**config.mk**
```make
export PLATFORM = sky130hd
export DESIGN_NAME = bitplane_to_chunky_pens_core
export DESIGN_NICKNAME = d
export VERILOG_FILES = /design/src/hw/rtl/bpc_pkg.sv /design/src/hw/rtl/bpc_in_stage.sv /design/src/hw/rtl/bpc_pen_stage.sv /design/src/hw/rtl/bpc_align_stage.sv /design/src/hw/rtl/bpc_chunk_out.sv /design/src/hw/rtl/bitplane_to_chunky_pens_core.sv
export SDC_FILE = /design/constraint.sdc
export NUM_CORES = 1
export LEC_CHECK = 0
export BUFFER_PORTS_ARGS = -buffer_cell sky130_fd_sc_hd__buf_4
export CORE_UTILIZATION = 47
export DETAILED_ROUTE_END_ITERATION = 12
export PLACE_DENSITY = 0.75
export SYNTH_ARGS = -nofsm -noshare
export SYNTH_HDL_FRONTEND = slang
export SYNTH_SLANG_ARGS = --single-unit
```
**constraint.sdc**
```tcl
create_clock -name clk -period 5.9 [get_ports clk]
set_input_delay 1.18 -clock clk [delete_from_list [all_inputs] [get_ports clk]]
set_output_delay 1.18 -clock clk [all_outputs]
set_load 0.005 [all_outputs]
```
**src/hw/rtl/bpc_pkg.sv**
```systemverilog
`timescale 1ns / 1ps
// ----------------------------------------------------------------------------
// bpc_pkg
// Types, constants and helpers shared by the bitplane to chunky pen core.
// ----------------------------------------------------------------------------
package bpc_pkg;

  localparam int MAX_PLANES = 8;
  localparam int MAX_WIDTH  = 4096;

  localparam logic [4:0]  GROUP_PIXELS = 5'd16;
  localparam logic [4:0]  CHUNK_PENS   = 5'd8;

  // Configuration register indexes
  localparam logic [1:0] CFG_IDX_PLANE_COUNT = 2'd0;
  localparam logic [1:0] CFG_IDX_WIDTH       = 2'd1;
  localparam logic [1:0] CFG_IDX_HEIGHT      = 2'd2;

  typedef struct packed {
    logic [1:0]  plane_count_code;
    logic [12:0] width_px;
    logic [12:0] height_rows;
  } cfg_t;

  localparam cfg_t CFG_RESET = '{
    plane_count_code: 2'd2,
    width_px:         13'd320,
    height_rows:      13'd200
  };

  typedef struct packed {
    logic [15:0] plane_word_0;
    logic [15:0] plane_word_1;
    logic [15:0] plane_word_2;
    logic [15:0] plane_word_3;
    logic [15:0] plane_word_4;
    logic [15:0] plane_word_5;
    logic [15:0] plane_word_6;
    logic [15:0] plane_word_7;
    logic [7:0]  group_index;
    logic [11:0] row_index;
    logic [3:0]  first_pixel;
    logic [4:0]  pixel_count;
  } in_item_t;

  typedef struct packed {
    logic [63:0] pens;
    logic [3:0]  pen_count;
    logic        last;
  } out_item_t;

  // After the decode stage
  typedef struct packed {
    logic [7:0][15:0] planes;
    logic [7:0]       plane_mask;
    logic [7:0]       group;
    logic [3:0]       first;
    logic [4:0]       run_end;
    logic             row_ok;
  } a_item_t;

  // After the pen gather stage: byte k holds the pen of pixel k
  typedef struct packed {
    logic [15:0][7:0] pens;
    logic [3:0]       first;
    logic [3:0]       lo_n;
    logic [3:0]       hi_n;
  } b_item_t;

  // After the alignment stage
  typedef struct packed {
    logic [63:0] lo_pens;
    logic [63:0] hi_pens;
    logic [3:0]  lo_n;
    logic [3:0]  hi_n;
  } c_item_t;

  typedef enum logic {
    SEL_LO,
    SEL_HI
  } chunk_sel_t;

  // Planes that contribute: 1 << code of them, never more than max_planes.
  function automatic logic [7:0] plane_mask_of(input logic [1:0] code, input int max_planes);
    logic [7:0] m;
    m = '0;
    for (int p = 0; p < 8; p++) begin
      m[p] = (p < (1 << code)) && (p < max_planes);
    end
    return m;
  endfunction

endpackage

```
**src/hw/rtl/bpc_in_stage.sv**
```systemverilog
`timescale 1ns / 1ps
// ----------------------------------------------------------------------------
// bpc_in_stage
// Input register: works out the run end, row check and plane mask.
// ----------------------------------------------------------------------------
module bpc_in_stage #(
  parameter int MAX_PLANES = bpc_pkg::MAX_PLANES
) (
  input  logic              clk,
  input  logic              rst_n,
  input  bpc_pkg::cfg_t     cfg,
  input  logic              up_valid,
  output logic              up_ready,
  input  bpc_pkg::in_item_t up_data,
  output logic              dn_valid,
  input  logic              dn_ready,
  output bpc_pkg::a_item_t  dn_data
);

  logic             v_r;
  bpc_pkg::a_item_t d_r;
  bpc_pkg::a_item_t d_nxt;

  assign up_ready = !v_r || dn_ready;
  assign dn_valid = v_r;
  assign dn_data  = d_r;

  always_comb begin
    logic [5:0] sum;
    sum = {2'b00, up_data.first_pixel} + {1'b0, up_data.pixel_count};
    d_nxt.planes = {up_data.plane_word_7, up_data.plane_word_6,
                    up_data.plane_word_5, up_data.plane_word_4,
                    up_data.plane_word_3, up_data.plane_word_2,
                    up_data.plane_word_1, up_data.plane_word_0};
    d_nxt.plane_mask = bpc_pkg::plane_mask_of(cfg.plane_count_code, MAX_PLANES);
    d_nxt.group      = up_data.group_index;
    d_nxt.first      = up_data.first_pixel;
    // A run that passes the group end is cut there.
    d_nxt.run_end    = (sum > {1'b0, bpc_pkg::GROUP_PIXELS}) ? bpc_pkg::GROUP_PIXELS
                                                             : sum[4:0];
    d_nxt.row_ok     = {1'b0, up_data.row_index} < cfg.height_rows;
  end

  always_ff @(posedge clk) begin
    if (!rst_n) begin
      v_r <= 1'b0;
    end else if (up_ready) begin
      v_r <= up_valid;
    end
  end

  always_ff @(posedge clk) begin
    if (up_ready && up_valid) begin
      d_r <= d_nxt;
    end
  end

endmodule

```
**src/hw/rtl/bpc_pen_stage.sv**
```systemverilog
`timescale 1ns / 1ps
// ----------------------------------------------------------------------------
// bpc_pen_stage
// Gathers sixteen pens, blanks those outside the run or the surface.
// ----------------------------------------------------------------------------
module bpc_pen_stage #(
  parameter int MAX_WIDTH = bpc_pkg::MAX_WIDTH
) (
  input  logic             clk,
  input  logic             rst_n,
  input  bpc_pkg::cfg_t    cfg,
  input  logic             up_valid,
  output logic             up_ready,
  input  bpc_pkg::a_item_t up_data,
  output logic             dn_valid,
  input  logic             dn_ready,
  output bpc_pkg::b_item_t dn_data
);

  localparam logic [16:0] MAX_WIDTH_W = 17'(MAX_WIDTH);

  logic             v_r;
  bpc_pkg::b_item_t d_r;
  bpc_pkg::b_item_t d_nxt;

  assign up_ready = !v_r || dn_ready;
  assign dn_valid = v_r;
  assign dn_data  = d_r;

  always_comb begin
    logic [7:0]  pen;
    logic [11:0] x;
    logic        in_run;
    logic        x_ok;
    logic [4:0]  lo_start;
    logic [4:0]  lo_end;
    logic [4:0]  hi_start;
    for (int k = 0; k < 16; k++) begin
      for (int p = 0; p < 8; p++) begin
        pen[p] = up_data.planes[3'(p)][4'(15 - k)] & up_data.plane_mask[p];
      end
      x      = {up_data.group, 4'(k)};
      in_run = (5'(k) >= {1'b0, up_data.first}) && (5'(k) < up_data.run_end);
      x_ok   = ({5'b0, x} < {4'b0, cfg.width_px}) &&
               ({5'b0, x} < MAX_WIDTH_W);
      d_nxt.pens[k] = (in_run && x_ok && up_data.row_ok) ? pen : 8'h00;
    end

    // Pens of the run in each half of the group
    lo_start = up_data.first[3] ? bpc_pkg::CHUNK_PENS : {1'b0, up_data.first};
    lo_end   = (up_data.run_end > bpc_pkg::CHUNK_PENS) ? bpc_pkg::CHUNK_PENS
                                                       : up_data.run_end;
    hi_start = up_data.first[3] ? {1'b0, up_data.first} : bpc_pkg::CHUNK_PENS;
    d_nxt.lo_n  = (lo_end > lo_start) ? 4'(lo_end - lo_start) : 4'd0;
    d_nxt.hi_n  = (up_data.run_end > hi_start) ? 4'(up_data.run_end - hi_start) : 4'd0;
    d_nxt.first = up_data.first;
  end

  always_ff @(posedge clk) begin
    if (!rst_n) begin
      v_r <= 1'b0;
    end else if (up_ready) begin
      v_r <= up_valid;
    end
  end

  always_ff @(posedge clk) begin
    if (up_ready && up_valid) begin
      d_r <= d_nxt;
    end
  end

endmodule

```
**src/hw/rtl/bpc_align_stage.sv**
```systemverilog
`timescale 1ns / 1ps
// ----------------------------------------------------------------------------
// bpc_align_stage
// Shifts each half so that its first wanted pen lands in the lowest byte.
// ----------------------------------------------------------------------------
module bpc_align_stage (
  input  logic             clk,
  input  logic             rst_n,
  input  logic             up_valid,
  output logic             up_ready,
  input  bpc_pkg::b_item_t up_data,
  output logic             dn_valid,
  input  logic             dn_ready,
  output bpc_pkg::c_item_t dn_data
);

  logic             v_r;
  logic             has_pens;
  bpc_pkg::c_item_t d_r;
  bpc_pkg::c_item_t d_nxt;

  assign up_ready = !v_r || dn_ready;
  assign dn_valid = v_r;
  assign dn_data  = d_r;

  // An item with an empty run produces nothing and is dropped here.
  assign has_pens = (up_data.lo_n != 4'd0) || (up_data.hi_n != 4'd0);

  always_comb begin
    logic [5:0] hi_shift;
    hi_shift      = up_data.first[3] ? {up_data.first[2:0], 3'b000} : 6'd0;
    d_nxt.lo_pens = 64'(up_data.pens[7:0]) >> {up_data.first[2:0], 3'b000};
    d_nxt.hi_pens = 64'(up_data.pens[15:8]) >> hi_shift;
    d_nxt.lo_n    = up_data.lo_n;
    d_nxt.hi_n    = up_data.hi_n;
  end

  always_ff @(posedge clk) begin
    if (!rst_n) begin
      v_r <= 1'b0;
    end else if (up_ready) begin
      v_r <= up_valid && has_pens;
    end
  end

  always_ff @(posedge clk) begin
    if (up_ready && up_valid) begin
      d_r <= d_nxt;
    end
  end

endmodule

```
**src/hw/rtl/bpc_chunk_out.sv**
```systemverilog
`timescale 1ns / 1ps
// ----------------------------------------------------------------------------
// bpc_chunk_out
// Output register: presents the low and then the high chunk of an item, skipping a half with no pens.
// ----------------------------------------------------------------------------
module bpc_chunk_out (
  input  logic               clk,
  input  logic               rst_n,
  input  logic               up_valid,
  output logic               up_ready,
  input  bpc_pkg::c_item_t   up_data,
  output logic               out_valid,
  input  logic               out_ready,
  output bpc_pkg::out_item_t out_data
);

  logic                v_r;
  logic                v_nxt;
  bpc_pkg::chunk_sel_t sel_r;
  bpc_pkg::chunk_sel_t sel_nxt;
  bpc_pkg::c_item_t    d_r;
  logic                show_last;
  logic                load;

  always_ff @(posedge clk) begin
    if (!rst_n) begin
      v_r   <= 1'b0;
      sel_r <= bpc_pkg::SEL_LO;
    end else begin
      v_r   <= v_nxt;
      sel_r <= sel_nxt;
    end
  end

  always_comb begin
    show_last = (sel_r == bpc_pkg::SEL_HI) || (d_r.hi_n == 4'd0);
    // A new item may enter in the cycle the final chunk of the old one leaves.
    up_ready  = !v_r || (out_ready && show_last);
    load      = up_valid && up_ready;
    v_nxt     = v_r;
    sel_nxt   = sel_r;
    if (load) begin
      v_nxt   = 1'b1;
      sel_nxt = (up_data.lo_n == 4'd0) ? bpc_pkg::SEL_HI : bpc_pkg::SEL_LO;
    end else if (v_r && out_ready) begin
      if (show_last) begin
        v_nxt = 1'b0;
      end else begin
        sel_nxt = bpc_pkg::SEL_HI;
      end
    end

    out_valid = v_r;
    case (sel_r)
      bpc_pkg::SEL_LO: begin
        out_data.pens      = d_r.lo_pens;
        out_data.pen_count = d_r.lo_n;
      end
      bpc_pkg::SEL_HI: begin
        out_data.pens      = d_r.hi_pens;
        out_data.pen_count = d_r.hi_n;
      end
      default: begin
        out_data.pens      = d_r.hi_pens;
        out_data.pen_count = d_r.hi_n;
      end
    endcase
    out_data.last = show_last;
  end

  always_ff @(posedge clk) begin
    if (load) begin
      d_r <= up_data;
    end
  end

endmodule

```
**src/hw/rtl/bitplane_to_chunky_pens_core.sv**
```systemverilog
`timescale 1ns / 1ps
// The first chunk of an item passes the input, pen gather and alignment registers into the output register.
// Throughput: one item per cycle for one-chunk items while out_ready is high; an item
// whose run spans both halves of the group holds the output register until both chunks leave.
// Reset (synchronous, rst_n low) empties every stage and loads the register defaults:
// four planes, width 320, height 200. Configuration writes are always accepted.
// ----------------------------------------------------------------------------
// bitplane_to_chunky_pens_core
// Converts one group of interleaved plane words into chunks of eight-bit pens.
// ----------------------------------------------------------------------------
module bitplane_to_chunky_pens_core #(
  parameter int MAX_PLANES = bpc_pkg::MAX_PLANES,
  parameter int MAX_WIDTH  = bpc_pkg::MAX_WIDTH
) (
  input  logic               clk,
  input  logic               rst_n,
  input  logic               in_valid,
  output logic               in_ready,
  input  bpc_pkg::in_item_t  in_data,
  output logic               out_valid,
  input  logic               out_ready,
  output bpc_pkg::out_item_t out_data,
  input  logic               cfg_valid,
  output logic               cfg_ready,
  input  logic [1:0]         cfg_index,
  input  logic [12:0]        cfg_data
);

  bpc_pkg::cfg_t    cfg_r;
  bpc_pkg::cfg_t    cfg_nxt;

  logic             a_valid;
  logic             a_ready;
  bpc_pkg::a_item_t a_data;
  logic             b_valid;
  logic             b_ready;
  bpc_pkg::b_item_t b_data;
  logic             c_valid;
  logic             c_ready;
  bpc_pkg::c_item_t c_data;

  assign cfg_ready = 1'b1;

  always_comb begin
    cfg_nxt = cfg_r;
    if (cfg_valid && cfg_ready) begin
      case (cfg_index)
        bpc_pkg::CFG_IDX_PLANE_COUNT: cfg_nxt.plane_count_code = cfg_data[1:0];
        bpc_pkg::CFG_IDX_WIDTH:       cfg_nxt.width_px         = cfg_data;
        bpc_pkg::CFG_IDX_HEIGHT:      cfg_nxt.height_rows      = cfg_data;
        default: begin
          cfg_nxt = cfg_r;
        end
      endcase
    end
  end

  always_ff @(posedge clk) begin
    if (!rst_n) begin
      cfg_r <= bpc_pkg::CFG_RESET;
    end else begin
      cfg_r <= cfg_nxt;
    end
  end

  bpc_in_stage #(
    .MAX_PLANES (MAX_PLANES)
  ) u_in (
    .clk      (clk),
    .rst_n    (rst_n),
    .cfg      (cfg_r),
    .up_valid (in_valid),
    .up_ready (in_ready),
    .up_data  (in_data),
    .dn_valid (a_valid),
    .dn_ready (a_ready),
    .dn_data  (a_data)
  );

  bpc_pen_stage #(
    .MAX_WIDTH (MAX_WIDTH)
  ) u_pen (
    .clk      (clk),
    .rst_n    (rst_n),
    .cfg      (cfg_r),
    .up_valid (a_valid),
    .up_ready (a_ready),
    .up_data  (a_data),
    .dn_valid (b_valid),
    .dn_ready (b_ready),
    .dn_data  (b_data)
  );

  bpc_align_stage u_align (
    .clk      (clk),
    .rst_n    (rst_n),
    .up_valid (b_valid),
    .up_ready (b_ready),
    .up_data  (b_data),
    .dn_valid (c_valid),
    .dn_ready (c_ready),
    .dn_data  (c_data)
  );

  bpc_chunk_out u_out (
    .clk       (clk),
    .rst_n     (rst_n),
    .up_valid  (c_valid),
    .up_ready  (c_ready),
    .up_data   (c_data),
    .out_valid (out_valid),
    .out_ready (out_ready),
    .out_data  (out_data)
  );

endmodule

```
==> results of run 1 <==
synthesized netlist by cell type, drive strengths merged (4+ instances only):
cell type	number	share of area [%]
nor4	11	0.71
dfxtp	33	6.8
nor4b	5	0.45
o21ai	21	1.1
a22oi	4	0.31
o21a	8	0.62
a21oi	21	1.1
o211ai	6	0.46
ha	31	4.0
nand4	10	0.64
inv	36	1.4
nor3	15	0.77
and3	6	0.38
nand3b	6	0.46
a21boi	24	1.8
and4	12	1.1
nor2b	5	0.32
edfxtp	178	55
nor2	22	0.85
nand2	95	3.8
mux2i	8	0.82
mux4	18	4.2
a21o	4	0.31
buf	42	3.2
nand3	17	0.87
clkbuf	21	0.81
mux2	10	1.2
and2	40	2.6
cells by family after synthesis:
logic type	count (synthesis)	share of synthesized area, %
simple gates	262	14.3
flops	211	61.6
compound gates	111	7.65
buf+inv	99	5.35
mux	36	6.13
fa+ha+maj	34	4.59
xor+xnor	4	0.359
other cells	2	0.0770
metrics by stage:
stage	area (um^2)	total power, W	utilization (%)	hold WS, ns
2_1_floorplan	9870	0.00197	-	0.400
6_report	11500	0.00346	56.7	0.415
5_1_grt	11500	0.00359	56.7	0.420
3_3_place_gp	10800	0.00206	53.0	0.404
3_5_place_dp	10800	0.00208	53.0	0.405
4_1_cts	11500	0.00349	56.7	0.417
routing by layer:
| metal | routed length, um | GRT usage, % | vias up |
|---|---|---|---|
| met5 | 0 | 0 | - |
| met4 | 408 | 5.21 | 0 |
| met3 | 1040 | 2.81 | 28 |
| met2 | 8600 | 27.9 | 221 |
| met1 | 7930 | 23.4 | 2873 |
| li1 | - | - | 2978 |
final cells by class:
class | instances | area (um^2)
multi-input cells | 481 | 3370
inverters | 36 | 135
repair buffers | 121 | 908
clock inverters | 10 | 148
clock buffers | 29 | 598
well taps | 270 | 338
fillers | 1675 | 8790
flip-flops and latches | 211 | 6010
path summary, 6_finish.rpt:
check	slack (ns)	startpoint	depth (start not counted)	to
max reg2reg	2.88	u_out.sel_r	4	u_pen.dn_data[110]
max	2.25	u_out.sel_r	5	in_ready
min	0.41	u_align.dn_data[40]	0	u_out.d_r[40]
min reg2reg	0.41	u_align.dn_data[40]	0	u_out.d_r[40]
report_power, final:
group / total, W / leakage (nW) / internal (W) / switching, W
clock: 0.00141 / 0.357 / 0.000885 / 0.000530
sequential: 0.00173 / 1.95 / 0.00169 / 0.0000447
combinational: 0.000311 / 2.08 / 0.000150 / 0.000161
flip-flops by register name (all words and copies together) (netlist names), 28 cells and up:
signal           cells
u_align.dn_data     40
u_out.d_r           40
u_pen.dn_data       44
cfg_r               28
u_in.dn_data        54
==> summary by stage, run 1 <==
Critical path
The buffering stage count on the worst path with inverters included is 1. The cell type group with the largest total delay on the critical path is simple AND/OR/NAND/NOR gates. Of all nets on the critical path, the largest fanout is 39. The signal on the critical path passes through nand2b_1, o21ai_1, and3_1, nand2_1, buf_4. STA classifies the critical path startpoint as a register.

Among all stages on the critical path, the largest delay is contributed by sky130_fd_sc_hd__dfxtp_1. The kind of critical path is reg -> out. In this design, the stage delay of the slowest critical-path cell is 0.61 ns. Data arrives at the worst endpoint at 2.47 ns.

The kind of end point of the critical path is a primary output. The required arrival time at the worst endpoint is 4.72 ns.

CTS
TritonCTS built the clock tree. The clock tree root buffer cell is sky130_fd_sc_hd__clkbuf_16. The quantity of hold-fixing buffers added after cts is 0. The deepest level of the CTS H-tree is 1. The number of clock buffers added by TritonCTS is 22. The clock sink total is 211. For the worst-skew pair, the clock arrives at the later sink with an insertion delay of 0.50 ns. The count of cells resized by post-cts repair is 0. After clock tree synthesis, the clock-pin slew on the worst setup and hold paths is 0.06 ns.

The number of post-CTS setup repair buffers is 0. The clock passes through at most 3 buffers.

Timing
For this run, the top clock speed supported by timing is 274 MHz. Setup repair after global routing left no endpoint under its margin. The number of max-slew violations in the final report is 0. The fraction of the cycle the final worst path needs is 61.9%.

Measured against its own limit, the worst slew margin works out to 20.7%. The final critical-path required period is 3.65 ns. The count of endpoints failing setup in the final report is 0. Summed over all failing endpoints, the final setup total negative slack is 0 ns. For the final database, setup skew stands at 0.0105 ns. The worst-case setup margin in the final layout is 2.25 ns. At the pin with the least slew margin, the transition time is 1.19 ns. The final hold violation count is 0.

Run status
The run finished with clean final reports.

Detailed routing
The number of design-rule violations left by the first detailed-router iteration is 556. The post-detailed-route count of antenna-violating nets is 0. In the routed layout, each cell is associated on average with a via count of 5.27. In the final routed layout, each cell accounts on average for 15.5 um. The number of optimization iterations in the first detailed-route pass is 5.

The remaining routing DRC violations is 0. The routed layout has 6100 vias. For this block, the routed nets add up to 18000 um of wire.

Worst hold path
The worst hold path belongs to the class reg -> reg.

Placed design
The number of cells after detailed placement is 1119. The placer's final routability congestion estimate is 0.900. The number of buffers added on ports is 119. The detailed-placement wirelength estimate is 13000 um. The worst slack at placement is 2.28 ns.

Final layout
In the layout the commonest cells are sky130_fd_sc_hd__edfxtp_1 (178), sky130_fd_sc_hd__buf_4 (121), sky130_fd_sc_hd__nand2_1 (93). Leaving out fill and tap cells, the most frequent cell in the layout is sky130_fd_sc_hd__edfxtp_1. The area growth from synthesis to layout is 18.0%. Of the cells placed in the final design, the portion with a size suffix greater than 1 is 21.1%. The finished layout holds 1158 standard cells, fillers aside. The repair_antennas step left the layout with diodes totalling 0. The number of nets in the finished design is 1084.

Synth
Counting flops with a built-in enable in the synthesized netlist gives 178. The number of distinct standard cells referenced by the synthesized netlist is 61. A synthesized cell averages 12.8 um^2. The flip-flop and latch count after synthesis is 211. Synthesis produced 759 cells. The cell area that synthesis handed to floorplanning was 9750 um^2.

For this run, the leading register cell type out of synthesis is sky130_fd_sc_hd__edfxtp_1. Yosys printed 0 warnings. Summing the sequential cell areas from Yosys gives 61.6% of the chip area. The share of async-settable or async-resettable flops after synthesis is 0%.

Floorplan
The die outline height is 146 um. In this run the core area contains 52 standard-cell rows. The initial utilization of the core area, before any placement, comes to 48.0%. The top-level I/O count is 249. The core region is 20300 um^2. The area of the die is 21300 um^2. Measured along the x axis, the die boundary spans 146 um.

GRT
The global-route wire length before repair is 29200 um. In the global route stage, overall resource usage came out at 17.0%. The initial antenna violation count was 0.

The via count of the first global-routing pass is 5897. The largest net degree at the start of global routing is 55. The overall overflow remaining after global route is 0.

Job
The tool flagged a number of max-cap violations equal to 0.

Power
The worst-case vdd ir drop is 0.240 mV. The total power divided by cell area is 301 nW/um^2. The analysis attributes to cell leakage a power of 4.39 nW.
No activity file was read; power rests on OpenSTA's default activity.
==> run 2, diff against run 1 <==
- PLACE_DENSITY: 0.75 -> 0.72
- clock period: 5.9 -> 3.55 ns (I/O delays scaled with it)
==> run 2 against run 1 <==
  * Flip-flop and latch count unchanged
  * Sequential share of layout area fell by 0.47 points
  * Largest cell class unchanged
  * Total power rose by 72%
==> summary by stage, run 2 (synthesis results as in run 1) <==
Critical path
The register-to-register path setup slack is 1.06 ns (-1.82 ns). The logic depth of the worst register-to-register path is 5 (+1). The worst setup path is of the reg -> out kind.

The destination of the worst register-to-register timing path is u_pen.dn_data[108]. STA classifies the critical path startpoint as a register. The maximum fanout along the worst path was 5 (-87%).

The critical path goes through nor4_1, o21ai_1, and3_1, nand2_1, buf_4. The cell type of the slowest stage on the worst timing path is sky130_fd_sc_hd__nor4_1. The kind of end point of the critical path is a primary output. The launching point of the worst reg2reg path is u_out.d_r[3]. The endpoint arrival time on the critical path was 2.25 ns (-0.22 ns). The largest stage delay on the critical path is 0.49 ns (-0.12 ns).

The required arrival time at the worst endpoint is 2.84 ns (-1.88 ns).

Worst hold path
The class of the tightest hold or removal check is in -> reg. The instance count along the most critical hold path is 1 (+1). The hold-critical path endpoint is u_in.dn_data[62]. The start point of the worst hold path is in_data[113].

Final layout
The number of fillers in the final layout is 1664 (-0.66%). In the layout the commonest cells are sky130_fd_sc_hd__edfxtp_1 (178), sky130_fd_sc_hd__buf_4 (122), sky130_fd_sc_hd__nand2_1 (93). The number of nets in the finished design is 1086 (+0.18%). The commonest non-fill, non-tap cell in the layout is sky130_fd_sc_hd__edfxtp_1. The antenna diode count is 0 (unchanged). Relative to the synthesized area, the layout overhead comes to 19.0%. The number of flip-flops in the largest register is 54 (unchanged). The share of final-layout standard cells stronger than drive strength 1 is 21.8% (+0.74 points).

CTS
The quantity of hold-fixing buffers added after cts is 0 (unchanged). The clock-pin slew on the worst setup and hold paths is 0.06 ns (about the same). The number of buffers created by CTS is 22 (unchanged). The deepest level of the CTS H-tree came to 1 (unchanged). The clock tree root buffer cell is sky130_fd_sc_hd__clkbuf_16.

The count of cells resized by post-cts repair is 0 (unchanged). The number of post-CTS setup repair buffers is 0 (unchanged). The maximum number of buffers from clock root to sink is 3 (unchanged). The clock network latency to the later pin of the worst-skew pair came to 0.51 ns (about the same). TritonCTS built the clock tree. The clock sink total was 211 (unchanged).

Run status
The flow ran to the end, and the final reports show no timing, DRC or antenna violations.

Placed design
The placer's final routability congestion estimate is 0.869 (-3.4%). The worst slack at placement is 0.892 ns (-1.39 ns). The detailed-placement wirelength estimate is 12900 um (-0.46%). The number of buffers added on ports came to 119 (unchanged).

Floorplan
The count of standard-cell rows was 52 (unchanged). The top-level I/O count is 249 (unchanged). The die outline height was 146 um (unchanged). The area of the die is 21300 um^2 (unchanged). The starting density of the core is 48.0% (unchanged). The total core area is 20300 um^2 (unchanged).

The horizontal extent of the die is 146 um (unchanged).

GRT
The combined global-route utilization of all metal layers is 17.1% (+0.11 points). The initial antenna violation count is 0 (unchanged). The global-route wire length before repair is 29600 um (+1.2%).

The via count of the first global-routing pass came to 5953 (+0.95%). The overall overflow remaining after global route was 0 (unchanged). The largest net degree at the start of global routing is 55 (unchanged).

Detailed routing
The remaining routing DRC violations is 0 (unchanged). The number of optimization iterations in the first detailed-route pass came to 5 (unchanged). The final routed wirelength across all metal layers came to 17800 um (-1.1%). The average wire length per cell after detail routing came to 15.3 um (-1.3%). The number of design-rule violations left by the first detailed-router iteration is 542 (-2.5%). The total number of vias was 6035 (-1.1%). The post-detailed-route count of antenna-violating nets is 0 (unchanged). The detail-routed via count per cell is 5.20 (-1.2%).

Timing
Based on the critical path, the design can be clocked at up to 338 MHz. Setup repair after global routing left no endpoint under its margin. The normalized max-slew margin is 32.3% (+12 points). The transition time at the pin with the least slew margin was 1.01 ns (-0.175 ns). The worst-case setup margin in the final layout is 0.589 ns (-1.66 ns). The final-layout setup total negative slack is 0 ns (unchanged). The worst setup skew after layout is 0.0218 ns (+0.0113 ns).

The number of max-slew violations in the final report is 0 (unchanged). After layout, the worst path uses 83.4% of the clock period. The count of endpoints failing setup in the final report was 0 (unchanged). The final critical-path required period is 2.96 ns. The final hold violation count is 0 (unchanged).

Power
The static power due to leakage is 4.44 nW (+1.2%). The total power divided by cell area came to 514 nW/um^2 (+71%). The worst-case vdd ir drop was 0.503 mV (+110%).

Job
The number of max-cap violations came to 0 (unchanged).
run 2: worst max path at each step:
stage,slack [ns],cells past startpoint,startpoint,end
2_1_floorplan,0.45,4,out_ready,u_in.dn_data[0]
3_3_place_gp,0.89,7,in_data[0],u_in.dn_data[1]
3_5_place_dp,0.89,7,in_data[0],u_in.dn_data[1]
4_1_cts,0.55,5,u_out.d_r[3],in_ready
5_1_grt,0.43,5,u_out.d_r[3],in_ready
6_report,0.59,5,u_out.d_r[3],in_ready
run 2: report_power, final:
group          switching [W]  internal [W]  leakage (nW)
Sequential         0.0000638       0.00281          1.95
Combinational       0.000276      0.000253          2.09
Clock               0.000921       0.00165         0.397
Total                0.00126       0.00470          4.44
run 2: metal layers:
metal | global-route usage, % | share of wire (%)
met3 | 2.53 | 5.8
met5 | 0 | 0
met2 | 27.7 | 46
met1 | 23.8 | 45
met4 | 5.73 | 2.6
run 2: cell type report:
class	count	area (um^2)	area share (%)
inverters	36	135	1.16
flip-flops and latches	211	6010	51.7
multi-input cells	481	3370	29.0
clock inverters	16	269	2.32
repair buffers	123	936	8.06
clock buffers	23	554	4.77
well taps	270	338	2.91
run 2: critical path, delay by kind of cell, from the launching register on:
family | cells | cell delay, ns
DFF | 1 | 0.39
AOI/OAI and AO/OA | 1 | 0.28
buffers and inverters | 1 | 0.11
and+or+nand+nor | 3 | 0.97
run 2: stage by stage:
step / instance area, um^2 / cells / util (%) / hold WS, ns / power, W
6_report: 11600 / 1160 / 57.2 / 0.375 / 0.00597
5_1_grt: 11600 / 1160 / 57.2 / 0.357 / 0.00619
4_1_cts: 11600 / 1160 / 57.2 / 0.359 / 0.00602
3_5_place_dp: 10800 / 1121 / 53.1 / 0.405 / 0.00345
3_3_place_gp: 10800 / 1121 / 53.1 / 0.403 / 0.00343
2_1_floorplan: 9880 / 791 / - / 0.400 / 0.00327
==> run 3, diff against run 2 <==
- clock period: 3.55 -> 2.95 ns (I/O delays scaled with it)
==> run 3 against run 2 <==
  * Critical path depth did not move
  * Largest cell class unchanged
  * Flip-flop and latch count did not move
  * Register-to-register slack got worse by 0.67 ns
  * Count of clock-buffer cells in the layout rose by 6
  * Highest routed layer unchanged
  * Core utilization fell by 0.092 points
  * Largest power group unchanged
==> summary by stage, run 3 (synthesis results as in run 1) <==
Run status
The run finished with clean final reports.

Critical path
The launching point of the worst reg2reg path is u_out.d_r[3]. The register-to-register path setup slack is 0.39 ns (-0.67 ns). STA classifies the critical path endpoint as a register. The maximum fanout along the worst path was 44 (+39). The endpoint arrival time on the critical path is 2.69 ns (+0.44 ns). In this run the critical register-to-register path is captured at u_pen.dn_data[93].

The kind of start point of the critical path is a register. The required arrival time at the worst endpoint is 3.07 ns (+0.23 ns). The logic depth of the worst register-to-register path is 5 (unchanged). The kind of critical path is reg -> reg.

GRT
The largest net degree at the start of global routing is 55 (unchanged). The via count of the first global-routing pass is 5836 (-2.0%). The global-route wire length before repair is 29300 um (-1.1%). The initial antenna violation count is 0 (unchanged). The combined global-route utilization of all metal layers is 17.1% (-0.074 points).

The overall overflow remaining after global route is 0 (unchanged).

Timing
Setup repair after global routing left no endpoint under its margin. The number of max-slew violations in the final report is 0 (unchanged). The fraction of the cycle the final worst path needs is 86.9%. The highest clock frequency the design can meet is 390 MHz.

The worst-case setup margin in the final layout is 0.385 ns (-0.204 ns). The count of endpoints failing setup in the final report is 0 (unchanged). The worst setup skew after layout is 0.0302 ns (+0.00844 ns). The normalized max-slew margin came to 21.9% (-10 points). The worst path in the final design needs a cycle of 2.56 ns, including I/O delays and setup. The transition time at the pin with the least slew margin was 1.17 ns (+0.156 ns). The final hold violation count is 0 (unchanged). The final-layout setup total negative slack came to 0 ns (unchanged).

Detailed routing
The remaining routing DRC violations is 0 (unchanged). The number of optimization iterations in the first detailed-route pass is 4 (-1). The final routed wirelength across all metal layers came to 17900 um (+0.50%). The post-detailed-route count of antenna-violating nets is 0 (unchanged). The total number of vias is 6049 (+0.23%). The average wire length per cell after detail routing is 15.3 um (+0.16%). The number of design-rule violations left by the first detailed-router iteration is 424 (-22%). The detail-routed via count per cell is 5.20 (-0.11%).

Placed design
The instance area at placement came to 10800 um^2 (+0.21%). The worst slack at placement was 0.322 ns (-0.570 ns). The detailed-placement wirelength estimate is 12900 um (+0.23%).

The number of buffers added on ports came to 119 (unchanged). The placer's final routability congestion estimate was 0.884 (+1.7%).

Worst hold path
The instance count along the most critical hold path is 1 (unchanged). The class of the tightest hold or removal check is in -> reg. In this run the most critical hold path is launched from in_data[98].

The hold-critical path endpoint is u_in.dn_data[79].

Power
The total power divided by cell area is 605 nW/um^2 (+18%). The static power due to leakage is 4.44 nW (about the same). The worst-case vdd ir drop was 0.399 mV (-21%). The fraction of power spent switching nets was 21.6% (+0.49 points).

The relative contribution of sequential cells to total power is 49.2% (+1.1 points). The net load switching power is 0.00152 W (+20%). The overall power consumption was 0.00702 W (+18%). The clock network fraction of design power is 41.6% (-1.4 points). The proportion of power drawn by combinational gates was 9.1% (+0.2 points). The internal cell power is 0.00550 W (+17%).

Floorplan
The top-level I/O count is 249 (unchanged). The count of standard-cell rows came to 52 (unchanged). The die outline height is 146 um (unchanged).

The total core area is 20300 um^2 (unchanged). The area of the die is 21300 um^2 (unchanged). The horizontal extent of the die is 146 um (unchanged). The starting density of the core is 48.0% (unchanged).

CTS
The number of buffers created by CTS is 22 (unchanged). The number of post-CTS setup repair buffers is 0 (unchanged). The maximum number of buffers from clock root to sink was 3 (unchanged). The clock sink total was 211 (unchanged).

The deepest level of the CTS H-tree is 1 (unchanged). The clock tree from TritonCTS is done. The clock network latency to the later pin of the worst-skew pair is 0.51 ns (about the same). CTS placed an instance of sky130_fd_sc_hd__clkbuf_16 at the clock tree root.

The count of cells resized by post-cts repair came to 0 (unchanged). The clock-pin slew on the worst setup and hold paths is 0.06 ns (about the same). The quantity of hold-fixing buffers added after cts is 0 (unchanged).

Final layout
The number of nets in the finished design came to 1089 (+0.28%). The number of flip-flops in the largest register was 54 (unchanged). The antenna diode count is 0 (unchanged).

The design area is 11600 um^2 (-0.16%). The number of fillers in the final layout is 1655 (-0.54%). The commonest non-fill, non-tap cell in the layout is sky130_fd_sc_hd__edfxtp_1. The area added between synthesis and finish is 18.8%.

The final core utilization is 57.1% (-0.092 points). In the layout the commonest cells are sky130_fd_sc_hd__edfxtp_1 (178), sky130_fd_sc_hd__buf_4 (125), sky130_fd_sc_hd__nand2_1 (93). The share of final-layout standard cells stronger than drive strength 1 is 22.0% (+0.24 points).

Job
The number of max-cap violations is 0 (unchanged).
run 3: cell count changes in the layout (fill, tap and decap cells not counted), sizes merged:
cell,before,now
clkbuf,23,29
buf,123,126
bufinv,7,4
inv,36,37
clkinv,8,5
run 3: power by group through the flow:
| stage | registers (W) | logic, W | clock network (W) |
|---|---|---|---|
| global route | 0.00347 | 0.000717 | 0.00311 |
| floorplan | 0.00348 | 0.000449 | 0 |
| detailed placement | 0.00352 | 0.000638 | 0 |
| global placement | 0.00351 | 0.000621 | 0 |
| finish | 0.00346 | 0.000640 | 0.00292 |
| CTS | 0.00345 | 0.000644 | 0.00297 |
run 3: worst max-delay path by stage:
stage / startpoint / depth (start not counted) / slack [ns] / end
finish: u_out.d_r[3] / 5 / 0.39 / u_pen.dn_data[93]
global route: u_out.d_r[3] / 5 / 0.14 / u_pen.dn_data[109]
detailed placement: u_out.d_r[3] / 5 / 0.32 / u_pen.dn_data[117]
CTS: u_out.d_r[3] / 5 / 0.32 / u_pen.dn_data[2]
floorplan: u_out.d_r[3] / 4 / 0.16 / u_pen.dn_data[0]
global placement: u_out.d_r[3] / 5 / 0.36 / u_pen.dn_data[85]
run 3: stage by stage:
| stage | cells | hold WS, ns |
|---|---|---|
| finish | 1164 | 0.253 |
| global route | 1164 | 0.231 |
| CTS | 1164 | 0.235 |
| detailed placement | 1124 | 0.405 |
| global placement | 1124 | 0.404 |
| floorplan | 791 | 0.400 |
run 3: routing by layer:
layer	GRT usage [%]	up-vias	routed length (um)
met3	2.91	28	1140
met5	0	-	0
met1	23.7	2822	8030
met4	4.84	0	321
met2	27.7	217	8380
li1	-	2982	-
run 3: cell type report:
type	count	area, um^2	area share, %
Sequential cell	211	6010	51.8
Multi-Input combinational cell	481	3370	29.1
Timing Repair Buffer	126	958	8.27
Clock buffer	29	608	5.25
Tap cell	270	338	2.91
Clock inverter	11	174	1.50
Inverter	36	135	1.17
run 3: critical path, stage by stage, from the launching register on:
cell and delay (ns):
sky130_fd_sc_hd__edfxtp_1 0.40, sky130_fd_sc_hd__nor4_1 0.30, sky130_fd_sc_hd__buf_4 0.17, sky130_fd_sc_hd__o21ai_1 0.09, sky130_fd_sc_hd__and3_1 0.29, sky130_fd_sc_hd__nor2b_4 0.92
